--- src/rtl/scd_pkg.sv ---
// Shared types, scan code constants and layout tables for the scan code decoder.
package scd_pkg;

  localparam logic [7:0] BYTE_PREFIX_E0 = 8'hE0;
  localparam logic [7:0] BYTE_PREFIX_E1 = 8'hE1;

  localparam logic [6:0] KEY_SHIFT_L  = 7'd42;
  localparam logic [6:0] KEY_SHIFT_R  = 7'd54;
  localparam logic [6:0] KEY_ALT      = 7'd56;
  localparam logic [6:0] KEY_CTRL     = 7'd29;
  localparam logic [6:0] KEY_CAPS     = 7'd58;
  localparam logic [6:0] KEY_SCROLL   = 7'd70;
  localparam logic [6:0] KEY_NUM      = 7'd69;
  localparam logic [6:0] KEY_DIVIDE   = 7'd53;
  localparam logic [6:0] KEY_PAD_LO   = 7'd71;
  localparam logic [6:0] KEY_PAD_HI   = 7'd83;
  localparam logic [6:0] SCAN_DIVIDE  = 7'd8;
  localparam logic [7:0] ASCII_SLASH  = 8'd47;

  typedef enum logic [2:0] {
    PFX_NONE = 3'b001,
    PFX_E0   = 3'b010,
    PFX_E1   = 3'b100
  } prefix_t;

  typedef struct packed {
    logic shift;
    logic alt_l;
    logic alt_r;
    logic ctrl_l;
    logic ctrl_r;
  } mods_t;

  typedef struct packed {
    logic caps;
    logic num;
    logic scroll;
  } locks_t;

  typedef struct packed {
    prefix_t prefix;
    mods_t   mods;
    locks_t  locks;
  } scd_state_t;

  typedef struct packed {
    logic       key_valid;
    logic [7:0] ascii_char;
    logic [6:0] key_scan;
    mods_t      mods;
    locks_t     locks;
    logic       led_change;
  } key_result_t;

  function automatic logic is_letter(input logic [6:0] code);
    is_letter = (code inside {[7'd16:7'd26], [7'd30:7'd40], [7'd44:7'd50]});
  endfunction

  function automatic logic [7:0] tab_plain(input logic [6:0] code);
    case (code)
      7'd2: tab_plain = 8'd49;   7'd3: tab_plain = 8'd50;   7'd4: tab_plain = 8'd51;
      7'd5: tab_plain = 8'd52;   7'd6: tab_plain = 8'd53;   7'd7: tab_plain = 8'd54;
      7'd8: tab_plain = 8'd55;   7'd9: tab_plain = 8'd56;   7'd10: tab_plain = 8'd57;
      7'd11: tab_plain = 8'd48;  7'd12: tab_plain = 8'd225; 7'd13: tab_plain = 8'd39;
      7'd14: tab_plain = 8'd8;
      7'd16: tab_plain = 8'd113; 7'd17: tab_plain = 8'd119; 7'd18: tab_plain = 8'd101;
      7'd19: tab_plain = 8'd114; 7'd20: tab_plain = 8'd116; 7'd21: tab_plain = 8'd122;
      7'd22: tab_plain = 8'd117; 7'd23: tab_plain = 8'd105; 7'd24: tab_plain = 8'd111;
      7'd25: tab_plain = 8'd112; 7'd26: tab_plain = 8'd129; 7'd27: tab_plain = 8'd43;
      7'd28: tab_plain = 8'd10;
      7'd30: tab_plain = 8'd97;  7'd31: tab_plain = 8'd115; 7'd32: tab_plain = 8'd100;
      7'd33: tab_plain = 8'd102; 7'd34: tab_plain = 8'd103; 7'd35: tab_plain = 8'd104;
      7'd36: tab_plain = 8'd106; 7'd37: tab_plain = 8'd107; 7'd38: tab_plain = 8'd108;
      7'd39: tab_plain = 8'd148; 7'd40: tab_plain = 8'd132; 7'd41: tab_plain = 8'd94;
      7'd43: tab_plain = 8'd35;
      7'd44: tab_plain = 8'd121; 7'd45: tab_plain = 8'd120; 7'd46: tab_plain = 8'd99;
      7'd47: tab_plain = 8'd118; 7'd48: tab_plain = 8'd98;  7'd49: tab_plain = 8'd110;
      7'd50: tab_plain = 8'd109; 7'd51: tab_plain = 8'd44;  7'd52: tab_plain = 8'd46;
      7'd53: tab_plain = 8'd45;  7'd55: tab_plain = 8'd42;  7'd57: tab_plain = 8'd32;
      7'd74: tab_plain = 8'd45;  7'd78: tab_plain = 8'd43;  7'd86: tab_plain = 8'd60;
      default: tab_plain = 8'd0;
    endcase
  endfunction

  function automatic logic [7:0] tab_upper(input logic [6:0] code);
    case (code)
      7'd2: tab_upper = 8'd33;   7'd3: tab_upper = 8'd34;   7'd4: tab_upper = 8'd21;
      7'd5: tab_upper = 8'd36;   7'd6: tab_upper = 8'd37;   7'd7: tab_upper = 8'd38;
      7'd8: tab_upper = 8'd47;   7'd9: tab_upper = 8'd40;   7'd10: tab_upper = 8'd41;
      7'd11: tab_upper = 8'd61;  7'd12: tab_upper = 8'd63;  7'd13: tab_upper = 8'd96;
      7'd16: tab_upper = 8'd81;  7'd17: tab_upper = 8'd87;  7'd18: tab_upper = 8'd69;
      7'd19: tab_upper = 8'd82;  7'd20: tab_upper = 8'd84;  7'd21: tab_upper = 8'd90;
      7'd22: tab_upper = 8'd85;  7'd23: tab_upper = 8'd73;  7'd24: tab_upper = 8'd79;
      7'd25: tab_upper = 8'd80;  7'd26: tab_upper = 8'd154; 7'd27: tab_upper = 8'd42;
      7'd30: tab_upper = 8'd65;  7'd31: tab_upper = 8'd83;  7'd32: tab_upper = 8'd68;
      7'd33: tab_upper = 8'd70;  7'd34: tab_upper = 8'd71;  7'd35: tab_upper = 8'd72;
      7'd36: tab_upper = 8'd74;  7'd37: tab_upper = 8'd75;  7'd38: tab_upper = 8'd76;
      7'd39: tab_upper = 8'd153; 7'd40: tab_upper = 8'd142; 7'd41: tab_upper = 8'd248;
      7'd43: tab_upper = 8'd39;
      7'd44: tab_upper = 8'd89;  7'd45: tab_upper = 8'd88;  7'd46: tab_upper = 8'd67;
      7'd47: tab_upper = 8'd86;  7'd48: tab_upper = 8'd66;  7'd49: tab_upper = 8'd78;
      7'd50: tab_upper = 8'd77;  7'd51: tab_upper = 8'd59;  7'd52: tab_upper = 8'd58;
      7'd53: tab_upper = 8'd95;  7'd57: tab_upper = 8'd32;  7'd86: tab_upper = 8'd62;
      default: tab_upper = 8'd0;
    endcase
  endfunction

  function automatic logic [7:0] tab_altgr(input logic [6:0] code);
    case (code)
      7'd3: tab_altgr = 8'd253;  7'd8: tab_altgr = 8'd123;  7'd9: tab_altgr = 8'd91;
      7'd10: tab_altgr = 8'd93;  7'd11: tab_altgr = 8'd125; 7'd12: tab_altgr = 8'd92;
      7'd16: tab_altgr = 8'd64;  7'd27: tab_altgr = 8'd126; 7'd50: tab_altgr = 8'd230;
      7'd86: tab_altgr = 8'd124;
      default: tab_altgr = 8'd0;
    endcase
  endfunction

  function automatic logic [7:0] pad_ascii(input logic [6:0] code);
    case (code)
      7'd71: pad_ascii = 8'd55;  7'd72: pad_ascii = 8'd56;  7'd73: pad_ascii = 8'd57;
      7'd74: pad_ascii = 8'd45;  7'd75: pad_ascii = 8'd52;  7'd76: pad_ascii = 8'd53;
      7'd77: pad_ascii = 8'd54;  7'd78: pad_ascii = 8'd43;  7'd79: pad_ascii = 8'd49;
      7'd80: pad_ascii = 8'd50;  7'd81: pad_ascii = 8'd51;  7'd82: pad_ascii = 8'd48;
      7'd83: pad_ascii = 8'd44;
      default: pad_ascii = 8'd0;
    endcase
  endfunction

  function automatic logic [6:0] pad_scan(input logic [6:0] code);
    case (code)
      7'd71: pad_scan = 7'd8;    7'd72: pad_scan = 7'd9;    7'd73: pad_scan = 7'd10;
      7'd74: pad_scan = 7'd53;   7'd75: pad_scan = 7'd5;    7'd76: pad_scan = 7'd6;
      7'd77: pad_scan = 7'd7;    7'd78: pad_scan = 7'd27;   7'd79: pad_scan = 7'd2;
      7'd80: pad_scan = 7'd3;    7'd81: pad_scan = 7'd4;    7'd82: pad_scan = 7'd11;
      7'd83: pad_scan = 7'd51;
      default: pad_scan = 7'd0;
    endcase
  endfunction

endpackage

--- src/rtl/scd_if.sv ---
// Valid/ready channel interfaces for scan bytes in and decoded keys out.
interface scd_scan_if;
  logic       valid;
  logic       ready;
  logic [7:0] scan_byte;

  modport source (output valid, output scan_byte, input ready);
  modport sink (input valid, input scan_byte, output ready);
endinterface

interface scd_key_if;
  logic       valid;
  logic       ready;
  logic       key_valid;
  logic [7:0] ascii_char;
  logic [6:0] key_scan;
  logic       shift_held;
  logic       alt_left_held;
  logic       alt_right_held;
  logic       ctrl_left_held;
  logic       ctrl_right_held;
  logic       caps_on;
  logic       num_on;
  logic       scroll_on;
  logic       led_change;

  modport source (output valid, output key_valid, output ascii_char, output key_scan,
                  output shift_held, output alt_left_held, output alt_right_held,
                  output ctrl_left_held, output ctrl_right_held, output caps_on,
                  output num_on, output scroll_on, output led_change, input ready);
  modport sink (input valid, input key_valid, input ascii_char, input key_scan,
                input shift_held, input alt_left_held, input alt_right_held,
                input ctrl_left_held, input ctrl_right_held, input caps_on,
                input num_on, input scroll_on, input led_change, output ready);
endinterface

--- src/rtl/scd_decode.sv ---
// Combinational decode of one scan byte against the current prefix, modifier and lock state.
module scd_decode
  import scd_pkg::*;
(
  input  logic [7:0]  scan_byte,
  input  scd_state_t  cur,
  output scd_state_t  nxt,
  output key_result_t res
);

  logic [6:0] code;
  logic       right;
  logic       valid;
  logic       led;
  logic [7:0] asc;
  logic [6:0] scn;

  assign code  = scan_byte[6:0];
  assign right = (cur.prefix == PFX_E0);

  always_comb begin
    nxt   = cur;
    valid = 1'b0;
    led   = 1'b0;
    asc   = 8'd0;
    scn   = 7'd0;
    if (scan_byte == BYTE_PREFIX_E0) begin
      nxt.prefix = PFX_E0;
    end else if (scan_byte == BYTE_PREFIX_E1) begin
      nxt.prefix = PFX_E1;
    end else if (scan_byte[7]) begin
      // Releases only matter for modifiers; any other release is dropped.
      if (code == KEY_SHIFT_L || code == KEY_SHIFT_R) begin
        nxt.mods.shift = 1'b0;
      end else if (code == KEY_ALT) begin
        if (right) nxt.mods.alt_r = 1'b0;
        else nxt.mods.alt_l = 1'b0;
      end else if (code == KEY_CTRL) begin
        if (right) nxt.mods.ctrl_r = 1'b0;
        else nxt.mods.ctrl_l = 1'b0;
      end
      nxt.prefix = PFX_NONE;
    end else begin
      if (code == KEY_SHIFT_L || code == KEY_SHIFT_R) begin
        nxt.mods.shift = 1'b1;
      end else if (code == KEY_ALT) begin
        if (right) nxt.mods.alt_r = 1'b1;
        else nxt.mods.alt_l = 1'b1;
      end else if (code == KEY_CTRL) begin
        if (right) nxt.mods.ctrl_r = 1'b1;
        else nxt.mods.ctrl_l = 1'b1;
      end else if (code == KEY_CAPS) begin
        nxt.locks.caps = ~cur.locks.caps;
        led = 1'b1;
      end else if (code == KEY_SCROLL) begin
        nxt.locks.scroll = ~cur.locks.scroll;
        led = 1'b1;
      end else if (code == KEY_NUM && !cur.mods.ctrl_l) begin
        nxt.locks.num = ~cur.locks.num;
        led = 1'b1;
      end else begin
        // Any other make code, including pause with left ctrl, is reported as a key.
        valid = 1'b1;
        scn   = code;
        if (code == KEY_DIVIDE && right) begin
          asc = ASCII_SLASH;
          scn = SCAN_DIVIDE;
        end else if (cur.locks.num && cur.prefix == PFX_NONE &&
                     code inside {[KEY_PAD_LO:KEY_PAD_HI]}) begin
          asc = pad_ascii(code);
          scn = pad_scan(code);
        end else if (cur.mods.alt_r) begin
          asc = tab_altgr(code);
        end else if (cur.mods.shift) begin
          asc = tab_upper(code);
        end else if (cur.locks.caps && is_letter(code)) begin
          asc = tab_upper(code);
        end else begin
          asc = tab_plain(code);
        end
      end
      nxt.prefix = PFX_NONE;
    end
  end

  always_comb begin
    res.key_valid  = valid;
    res.ascii_char = asc;
    res.key_scan   = scn;
    res.mods       = nxt.mods;
    res.locks      = nxt.locks;
    res.led_change = led;
  end

endmodule

--- src/rtl/scancode_to_ascii_decoder_unit.sv ---
// Top level of the set-1 scan code decoder with German layout tables.
// Each accepted scan byte produces exactly one result transfer after it has passed through
// the input register and then the result register. A new byte can be taken in every cycle
// while the sink keeps up, so the sustained rate is one byte per cycle; the only loop is
// the update of the prefix, modifier and lock registers. While a result waits for its
// sink, the input register takes at most one more byte and the input then stalls until
// the result is taken. key_valid, ascii_char and key_scan are zero for bytes that decode
// no key; the modifier and lock outputs always show the state after the byte, and
// led_change marks a lock toggle.
module scancode_to_ascii_decoder_unit
  import scd_pkg::*;
(
  input logic        clk,
  input logic        rst,
  scd_scan_if.sink   scan_in,
  scd_key_if.source  key_out
);

  logic        in_valid;
  logic [7:0]  in_byte;
  logic        out_valid;
  key_result_t out_data;
  scd_state_t  state;
  scd_state_t  state_next;
  key_result_t result;
  logic        advance;

  assign advance       = in_valid && (!out_valid || key_out.ready);
  assign scan_in.ready = !in_valid || advance;

  scd_decode u_decode (
    .scan_byte (in_byte),
    .cur       (state),
    .nxt       (state_next),
    .res       (result)
  );

  always_ff @(posedge clk) begin
    if (rst) begin
      in_valid <= 1'b0;
    end else if (scan_in.ready) begin
      in_valid <= scan_in.valid;
    end
  end

  always_ff @(posedge clk) begin
    if (scan_in.valid && scan_in.ready) begin
      in_byte <= scan_in.scan_byte;
    end
  end

  always_ff @(posedge clk) begin
    if (rst) begin
      state <= '{prefix: PFX_NONE, mods: '0, locks: '0};
    end else if (advance) begin
      state <= state_next;
    end
  end

  always_ff @(posedge clk) begin
    if (rst) begin
      out_valid <= 1'b0;
    end else if (advance) begin
      out_valid <= 1'b1;
    end else if (key_out.ready) begin
      out_valid <= 1'b0;
    end
  end

  always_ff @(posedge clk) begin
    if (advance) begin
      out_data <= result;
    end
  end

  assign key_out.valid           = out_valid;
  assign key_out.key_valid       = out_data.key_valid;
  assign key_out.ascii_char      = out_data.ascii_char;
  assign key_out.key_scan        = out_data.key_scan;
  assign key_out.shift_held      = out_data.mods.shift;
  assign key_out.alt_left_held   = out_data.mods.alt_l;
  assign key_out.alt_right_held  = out_data.mods.alt_r;
  assign key_out.ctrl_left_held  = out_data.mods.ctrl_l;
  assign key_out.ctrl_right_held = out_data.mods.ctrl_r;
  assign key_out.caps_on         = out_data.locks.caps;
  assign key_out.num_on          = out_data.locks.num;
  assign key_out.scroll_on       = out_data.locks.scroll;
  assign key_out.led_change      = out_data.led_change;

`ifndef SYNTHESIS
  // A decoded key and a lock toggle never come from the same byte.
  a_key_not_led: assert property (@(posedge clk) disable iff (rst)
    out_valid && key_out.key_valid |-> !key_out.led_change)
    else $error("key result also flags an LED change");

  // Without a decoded key the character and scan fields are cleared.
  a_idle_fields_zero: assert property (@(posedge clk) disable iff (rst)
    out_valid && !key_out.key_valid |-> key_out.ascii_char == 8'd0 && key_out.key_scan == 7'd0)
    else $error("non-key result carries character or scan data");

  // A prefix lasts for one byte only.
  a_prefix_cleared: assert property (@(posedge clk) disable iff (rst)
    advance && in_byte != BYTE_PREFIX_E0 && in_byte != BYTE_PREFIX_E1
    |=> state.prefix == PFX_NONE)
    else $error("prefix survived a non-prefix byte");

  // Lock flags move only when a byte is decoded.
  a_locks_hold: assert property (@(posedge clk) disable iff (rst)
    !advance |=> $stable(state.locks))
    else $error("lock flags changed without a decoded byte");

  // The output register only loads while it is free or being drained.
  a_no_overwrite: assert property (@(posedge clk) disable iff (rst)
    out_valid && !key_out.ready |-> !advance)
    else $error("pending result overwritten");
`endif

endmodule
--- src/flat_wrapper.sv ---
// flat-port wrapper written by rule: the top's interface ports become plain ports
module scancode_to_ascii_decoder_unit_flat import scd_pkg::*;
  (clk, rst, scan_in_valid, scan_in_scan_byte, scan_in_ready, key_out_valid, key_out_key_valid, key_out_ascii_char, key_out_key_scan, key_out_shift_held, key_out_alt_left_held, key_out_alt_right_held, key_out_ctrl_left_held, key_out_ctrl_right_held, key_out_caps_on, key_out_num_on, key_out_scroll_on, key_out_led_change, key_out_ready);
  scd_scan_if scan_in_i ();
  scd_key_if key_out_i ();
  input logic clk;
  input logic rst;
  input wire logic [$bits(scan_in_i.valid)-1:0] scan_in_valid;
  input wire logic [$bits(scan_in_i.scan_byte)-1:0] scan_in_scan_byte;
  output wire logic [$bits(scan_in_i.ready)-1:0] scan_in_ready;
  output wire logic [$bits(key_out_i.valid)-1:0] key_out_valid;
  output wire logic [$bits(key_out_i.key_valid)-1:0] key_out_key_valid;
  output wire logic [$bits(key_out_i.ascii_char)-1:0] key_out_ascii_char;
  output wire logic [$bits(key_out_i.key_scan)-1:0] key_out_key_scan;
  output wire logic [$bits(key_out_i.shift_held)-1:0] key_out_shift_held;
  output wire logic [$bits(key_out_i.alt_left_held)-1:0] key_out_alt_left_held;
  output wire logic [$bits(key_out_i.alt_right_held)-1:0] key_out_alt_right_held;
  output wire logic [$bits(key_out_i.ctrl_left_held)-1:0] key_out_ctrl_left_held;
  output wire logic [$bits(key_out_i.ctrl_right_held)-1:0] key_out_ctrl_right_held;
  output wire logic [$bits(key_out_i.caps_on)-1:0] key_out_caps_on;
  output wire logic [$bits(key_out_i.num_on)-1:0] key_out_num_on;
  output wire logic [$bits(key_out_i.scroll_on)-1:0] key_out_scroll_on;
  output wire logic [$bits(key_out_i.led_change)-1:0] key_out_led_change;
  input wire logic [$bits(key_out_i.ready)-1:0] key_out_ready;
  assign scan_in_i.valid = scan_in_valid;
  assign scan_in_i.scan_byte = scan_in_scan_byte;
  assign scan_in_ready = scan_in_i.ready;
  assign key_out_valid = key_out_i.valid;
  assign key_out_key_valid = key_out_i.key_valid;
  assign key_out_ascii_char = key_out_i.ascii_char;
  assign key_out_key_scan = key_out_i.key_scan;
  assign key_out_shift_held = key_out_i.shift_held;
  assign key_out_alt_left_held = key_out_i.alt_left_held;
  assign key_out_alt_right_held = key_out_i.alt_right_held;
  assign key_out_ctrl_left_held = key_out_i.ctrl_left_held;
  assign key_out_ctrl_right_held = key_out_i.ctrl_right_held;
  assign key_out_caps_on = key_out_i.caps_on;
  assign key_out_num_on = key_out_i.num_on;
  assign key_out_scroll_on = key_out_i.scroll_on;
  assign key_out_led_change = key_out_i.led_change;
  assign key_out_i.ready = key_out_ready;
  scancode_to_ascii_decoder_unit u_core (.clk(clk), .rst(rst), .scan_in(scan_in_i), .key_out(key_out_i));
endmodule
--- config.mk ---
export PLATFORM = sky130hd
export DESIGN_NAME = scancode_to_ascii_decoder_unit_flat
export DESIGN_NICKNAME = d
export VERILOG_FILES = /design/src/rtl/scd_pkg.sv /design/src/rtl/scd_if.sv /design/src/rtl/scd_decode.sv /design/src/rtl/scancode_to_ascii_decoder_unit.sv /design/src/flat_wrapper.sv
export SDC_FILE = /design/constraint.sdc
export NUM_CORES = 1
export LEC_CHECK = 0
export BUFFER_PORTS_ARGS = -buffer_cell sky130_fd_sc_hd__buf_2
export CORE_MARGIN = 8
export CORE_UTILIZATION = 35
export CTS_CLUSTER_DIAMETER = 40
export DETAILED_ROUTE_END_ITERATION = 8
export SYNTH_ARGS = -nofsm -noshare
export SYNTH_HDL_FRONTEND = slang
export SYNTH_HIERARCHICAL = 1
export SYNTH_SLANG_ARGS = --single-unit
--- constraint.sdc ---
create_clock -name clk -period 2.5 [get_ports clk]
set_input_delay 0.25 -clock clk [delete_from_list [all_inputs] [get_ports clk]]
set_output_delay 0.25 -clock clk [all_outputs]
set_load 0.005 [all_outputs]
======== Yosys cells after proc, flatten, opt, wreduce, memory -nomap -nowiden ========
Memories as Yosys holds them, arrays and structs flattened. A register that Yosys moved wholly into a read port is not among the register bits.
Index checks and enable logic that the tools add are counted.
Widths: inputs -> output; s select.
storage, ports and cells
  register bits ........................... 46
  ROM bits ................................ 3072
  bits of input ports ..................... 12
  memories kept ........................... 3
cells by class
  bitwise logic cells ..................... 3
  equality and inequality tests ........... 35
  order comparisons ....................... 8
  muxes and demuxes ....................... 49
  reduce and logical (&&, ||, !) cells .... 23
memory list
  memory            depth  width  read ports  clocked after Yosys merged registers in  wr ports  line           RTL
  (name not given)  128    8      1           1                                        0         scd_pkg.sv:86  case (code)
  (name not given)  128    8      1           1                                        0         scd_pkg.sv:86
  (name not given)  128    8      1           1                                        0         scd_pkg.sv:60  case (code)
operator list
  kind                count
  $pmux 6 s13         2
  $eq 7x7->1 const B  16
  $pmux 8 s10         1
  $mux 8              6
  $eq 7x6->1 const B  6
  $eq 7x4->1 const B  5
  $mux 7              5
  $eq 7x5->1 const B  3
  $mux 1              20
  $eq 8x8->1 const B  2
  $ge 7x5->1 const B  2
  $le 7x6->1 const B  2
  $mux 2              6
  $mux 3              4
  $logic_and 1x1->1   11
  $mux 5              2
  $reduce_or 10->1    1
  $reduce_or 9->1     1
  $mux 4              2
  $reduce_or 8->1     1
  $eq 7x2->1 const B  1
  $ge 7x6->1 const B  1
  $ge 7x7->1 const B  1
  $le 7x5->1 const B  1
  10 further kinds    16

======== Depth between registers and ports, before layout ========
  word-level depth ........................ 11
  gate-level depth with buffers ........... 12

======== Cells and area by module ========
The synthesis kept the hierarchy.
modules (own cells, without submodules)
  module                          cells each  times used  seq. area each (sq um)  area each (sq um)
  scd_decode                      424         1           0.0                     2697.6
  scancode_to_ascii_decoder_unit  90          1           1251.2                  1574.0

======== Worst setup path after synthesis ========
No wires, ideal clock.
  path kind ............................... register -> register
  start ................................... register u_core.in_byte[1]
  end ..................................... register u_core.out_data (netlist bit u_core/key_out.ascii_char[3]), data pin
  required time ........................... 2241 ps
  library setup time ...................... 259 ps
  buffers on the path ..................... 1
  data arrival time ....................... 2368 ps
  stages on the path, launching flop included .. 10
  setup slack ............................. -127 ps
  path through ............................ edfxtp_1 > buf_2 > inv_1 > ha_1 > mux4_2 > nor3b_1 > a211o_1 > mux2i_1 > a21boi_1 > o31a_1
on the way
  longest elaborated chain between the ends .. 9
  elaborated cells on any way between the ends .. 59
RTL lines
  item                                line                                  RTL
  start: declaration                  scancode_to_ascii_decoder_unit.sv:20  logic [7:0] in_byte;
  start signal: assignment            scancode_to_ascii_decoder_unit.sv:48  in_byte <= scan_in.scan_byte;
  $ge 7x5->1 (tied with other cells)  scd_pkg.sv:56                         is_letter = (code inside {[7'd16:7'd26], [7'd30:7'd40], [7'd44:7'd50]});
  $logic_and 1x1->1                   scd_pkg.sv:56
  $reduce_bool 3->1                   scd_pkg.sv:56
  $logic_and 1x1->1                   scd_decode.sv:76                      end else if (cur.locks.caps && is_letter(code)) begin
  $mux 8                              scd_decode.sv:76
  $mux 8                              scd_decode.sv:74                      end else if (cur.mods.shift) begin
  $mux 8                              scd_decode.sv:72                      end else if (cur.mods.alt_r) begin
  $mux 8                              scd_decode.sv:68                      end else if (cur.locks.num && cur.prefix == PFX_NONE &&
  $mux 6                              scd_decode.sv:65                      if (code == KEY_DIVIDE && right) begin
  end signal: assignment              scancode_to_ascii_decoder_unit.sv:72  out_data <= result;
  end: declaration                    scancode_to_ascii_decoder_unit.sv:22  key_result_t out_data;
Parallel ways exist; a longest one is shown, timed or not.
A chain may end at the register's enable or synchronous reset.

======== Worst setup path after layout ========
  start ................................... register u_core.in_byte[0]
  end ..................................... register u_core.out_data (netlist bit u_core/key_out.ascii_char[3]), data pin
The elaborated chain is that of the path after synthesis.

==> results.md <==
Die:
- The number of top-level pins is 39.
- The starting density of the core is 35.71%.
- The floorplan step defined a die boundary enclosing 16000 um^2.
- The die is 126.5 um wide.
- Row generation in the floorplan step produced 40 rows.
- The core region is 11960 um^2.
- The die is 126.5 um tall.

Worst hold path:
- The kind of path behind the tightest hold check is in2reg.
- The count of cells along the worst hold path is 1.

STA:
- Setup violations remaining at the end of the flow were counted as 7.
- Across all hold checks on the routed design, the worst slack comes to 0.1281 ns.
- The tightest slew margin relative to the limit is 55.30%.
- The number of hold-slack violations in the final timing report was 0.
- The clock period minus final worst setup slack is 2.565 ns.
- The peak clock frequency supported by timing is 389.8 MHz.
- The transition at the pin with the smallest max-transition slack is 0.6705 ns.
- In the post-route analysis, the smallest setup slack over all paths is -0.06531 ns.
- For the final database, setup skew stands at 0.007479 ns.
- For the final routed database, the setup TNS stands at -0.2485 ns.
- The final number of max-transition violations came to 0.
- Setup repair after global routing could not meet its margin everywhere.
- The final critical path takes up 102.6% of the cycle.

Clock network:
- Buffers inserted during clock tree synthesis total 5.
- In this run the clock root is driven by a sky130_fd_sc_hd__clkbuf_16.
- After clock tree synthesis, the clock-pin slew on the worst setup and hold paths is 0.06 ns.
- The maximum buffer depth of the clock tree is 2.
- The TritonCTS clock tree is yes.
- The number of levels in the clock H-tree is 2.
- The tree built by TritonCTS fans out to 46 sinks.
- The later pin in the worst-skew pair is clocked with a latency of 0.30 ns.

Worst setup path:
- The critical setup path kind is reg2reg.
- In this run the worst path has a maximum fanout of 5.
- The critical path capture point type is a register.
- The startpoint type of the worst setup path is a register.
- STA puts the critical path data arrival time at 2.61 ns.
- STA puts the critical path data required time at 2.55 ns.
- Counting cells, the worst reg-to-reg path comes to 8.

Logic synthesis:
- For this run, asynchronously set or reset flops after synthesis account for 0%.
- The share of the synthesized area in compound gates (AO/OA/AOI/OAI) is 23.35%.
- Summing the areas of all fa, ha and maj instances in the mapped netlist gives 3.515% of the synthesized area.
- Sequential elements use 29.29% of the synthesized area.
- The gate count of the mapped netlist is 514.
- During synthesis, Yosys emitted a total of 6 warnings.
- Counting every net in the synthesized netlist gives 538.
- Each instance of the synthesized netlist takes up on average 8.311 um^2.
- After synthesis the netlist holds a flip-flop and latch count of 46.
- The count of cell types in the netlist is 81.
- Summing the areas of all xor and xnor instances in the mapped netlist gives 0.6151% of the synthesized area.
- The number of synthesized flops with an enable pin is 33.
- Summed over its instances, the top area cell type makes up 23.20% of the synthesized netlist area.
- The most area-hungry cell type in the Yosys netlist is sky130_fd_sc_hd__edfxtp_1.
- The fraction of the mapped netlist area in simple logic gates is 29.14%.
- The multiplexer fraction of the synthesized cell area is 5.595%.
- Ranked by total cell area, the synthesized netlist is headed by sky130_fd_sc_hd__edfxtp_1, sky130_fd_sc_hd__dfxtp_1, sky130_fd_sc_hd__nand2b_1, sky130_fd_sc_hd__nand2_1, sky130_fd_sc_hd__o21ai_0.
- After synthesis the cells add up to 4272 um^2.
- By area, the combinational part of the netlist is dominated by simple AND/OR/NAND/NOR gates.
- The most used flip-flop cell after synthesis is sky130_fd_sc_hd__edfxtp_1.

Route:
- Dividing the detail-routed wire length by the instance count gives 20.68 um.
- In the routed design, unresolved DRC markers number 0.
- The first TritonRoute pass finished after 5 iterations.
- The met2 routed wirelength is 7.458 mm.
- Dividing the detail-routed via count by the number of cells gives 5.804.
- In this run the remaining antenna-violating nets after routing total 0.
- The wire length on met1 is 7.038 mm.
- For this block, the initial DRC count from the detailed router was 554.
- Detailed routing inserted a total of 4637 vias.
- Signal routing reaches up to met4.
- The routed design has 16.52 mm of wire.
- After detailed routing, the met3 layer carries 1.353 mm of wire.

Power:
- The static leakage is 2.315 nW.
- The worst-case vdd ir drop is 0.2758 mV.
- The total power per unit cell area is 382.0 nW/um^2.

Run status:
- The run finished, with violations left.
- The checks that failed: setup timing.

Final layout:
- The final design area excluding fillers is 5913 um^2.
- The final cell count without fillers is 799.
- The repair_antennas step left the layout with diodes totalling 0.
- The post-layout net count is 675.
- Compared with the post-synthesis result, the final layout area differs by 38.43%.
- The number of filler instances in the final layout is 1114.
- The share of layout cells above drive strength 1 is 38.65%.

Placed design:
- Summing all placed instances gives a cell area of 5328 um^2.
- Counting tap cells, the placed design contains a total of 773 instances.
- The final weighted congestion in routability-driven placement is 1.029.
- The count of input and output buffers is 38.
- After legalization and detailed placement, the total HPWL measured 12.54 mm.

Global route:
- The largest net degree at the start of global routing is 37.
- The initial antenna violation count is 0.
- The overall track demand over capacity in global routing is 20.14%.
- The number of global-route vias before repair was 4552.
- The global-route congestion overflow total is 0.
- The first global-routing pass estimated 25.54 mm of wire.

Job:
- The total of max-cap violations is 0.
[cell usage in the layout, fill, tap and decap left out, types with 10 or more instances in the layout]
cell type / count
sky130_fd_sc_hd__o21ai_1: 10
sky130_fd_sc_hd__mux2i_1: 16
sky130_fd_sc_hd__buf_4: 128
sky130_fd_sc_hd__nand3_1: 12
sky130_fd_sc_hd__dfxtp_1: 13
sky130_fd_sc_hd__nand2b_1: 33
sky130_fd_sc_hd__nand2_1: 53
sky130_fd_sc_hd__nor2b_1: 10
sky130_fd_sc_hd__inv_1: 11
sky130_fd_sc_hd__edfxtp_1: 33
sky130_fd_sc_hd__a21oi_1: 30
sky130_fd_sc_hd__nor2_1: 33
sky130_fd_sc_hd__buf_2: 38
sky130_fd_sc_hd__o21ai_0: 30
[critical path: stages (launching register included)]
cell and delay (ns):
sky130_fd_sc_hd__edfxtp_1 0.46, sky130_fd_sc_hd__inv_2 0.15, sky130_fd_sc_hd__ha_4 0.23, sky130_fd_sc_hd__mux4_2 0.47
sky130_fd_sc_hd__nor3b_2 0.18, sky130_fd_sc_hd__a211o_1 0.25, sky130_fd_sc_hd__mux2i_1 0.21, sky130_fd_sc_hd__a21boi_2 0.12
sky130_fd_sc_hd__o31a_1 0.25
[flip-flops by register name (all words and copies together) (netlist names)]
| name | flops |
|---|---|
| u_core/in_byte | 8 |
| u_core/in_valid | 1 |
| u_core/key_out.alt_left_held | 1 |
| u_core/key_out.alt_right_held | 1 |
| u_core/key_out.ascii_char | 8 |
| u_core/key_out.caps_on | 1 |
| u_core/key_out.ctrl_left_held | 1 |
| u_core/key_out.ctrl_right_held | 1 |
| u_core/key_out.key_scan | 7 |
| u_core/key_out.key_valid | 1 |
| u_core/key_out.led_change | 1 |
| u_core/key_out.num_on | 1 |
| u_core/key_out.scroll_on | 1 |
| u_core/key_out.shift_held | 1 |
| u_core/key_out.valid | 1 |
| u_core/state | 11 |
[Yosys cell counts (5+ instances only)]
cell type                  instances
sky130_fd_sc_hd__a31oi_1           8
sky130_fd_sc_hd__or3_1             6
sky130_fd_sc_hd__dfxtp_1          13
sky130_fd_sc_hd__edfxtp_1         33
sky130_fd_sc_hd__and2_1            7
sky130_fd_sc_hd__nor2_1           36
sky130_fd_sc_hd__o311ai_0          5
sky130_fd_sc_hd__ha_1             12
sky130_fd_sc_hd__nor3_1           11
sky130_fd_sc_hd__nand4_1           9
sky130_fd_sc_hd__a21oi_1          32
sky130_fd_sc_hd__nand2b_1         34
sky130_fd_sc_hd__clkbuf_1         15
sky130_fd_sc_hd__nor2b_1          11
sky130_fd_sc_hd__o211ai_1          8
sky130_fd_sc_hd__o21ai_0          34
sky130_fd_sc_hd__buf_2            13
sky130_fd_sc_hd__nor3b_1           6
sky130_fd_sc_hd__nor4_1            6
sky130_fd_sc_hd__inv_1            15
sky130_fd_sc_hd__buf_4            16
sky130_fd_sc_hd__a211oi_1          6
sky130_fd_sc_hd__o21ai_1           8
sky130_fd_sc_hd__nand3_1          12
sky130_fd_sc_hd__mux2i_1          16
sky130_fd_sc_hd__nand2_1          55
[worst paths after layout]
check	start	end	slack (ns)
min reg2reg	u_core/state[3]$_SDFFE_PP0P_	u_core/state[3]$_SDFFE_PP0P_	0.48
max	u_core/in_byte[0]$_DFFE_PP_	u_core/key_out.ascii_char[3]$_DFFE_PP_	-0.07
min	scan_in_scan_byte[1]	u_core/in_byte[1]$_DFFE_PP_	0.13
max reg2reg	u_core/in_byte[0]$_DFFE_PP_	u_core/key_out.ascii_char[3]$_DFFE_PP_	-0.07
[metrics by stage]
step	utilization, %	setup WS (ns)	power (W)
2_1_floorplan	-	0.002190	0.001210
3_3_place_gp	44.54	-0.1608	0.001479
3_5_place_dp	44.54	-0.1549	0.001471
4_1_cts	47.51	-0.01444	0.002218
5_1_grt	49.44	-0.1499	0.002353
6_report	49.44	-0.06531	0.002259
[cell families after synthesis]
group,after synthesis
fa+ha+maj,12
buf+inv,65
xor+xnor,3
compound gates,149
mux,20
flops,46
simple gates,219
[power by group]
part	total (W)	internal, W	switching, W
logic	0.000679	0.000309	0.000370
clock network	0.000713	0.000432	0.000281
registers	0.000867	0.000849	0.0000172
total	0.00226	0.00159	0.000668
[cell type report]
cell class | count | area (um^2) | share of cell area, %
clock buffer | 7 | 153.9 | 2.603
sequential | 46 | 1251 | 21.16
timing repair buffer | 179 | 1333 | 22.53
clock inverter | 1 | 6.256 | 0.1058
tap | 147 | 183.9 | 3.110
inverter | 16 | 68.82 | 1.164
multi-input combinational | 403 | 2917 | 49.32
[per-layer routing]
layer  vias to the layer above  GRT usage (%)
li1                       2169              -
met1                      2161          27.13
met2                       258          31.32
met3                        49          2.639
met4                         0          9.271
met5                         -              0
[what timing repair did]
action	4_1_cts	5_1_grt
pin swaps	14	24
setup buffers	14	7
setup endpoints to repair	16	15
hold buffers	0	0
gates resized for setup	22	42
Note: power is estimated with default switching activity, not from simulation.
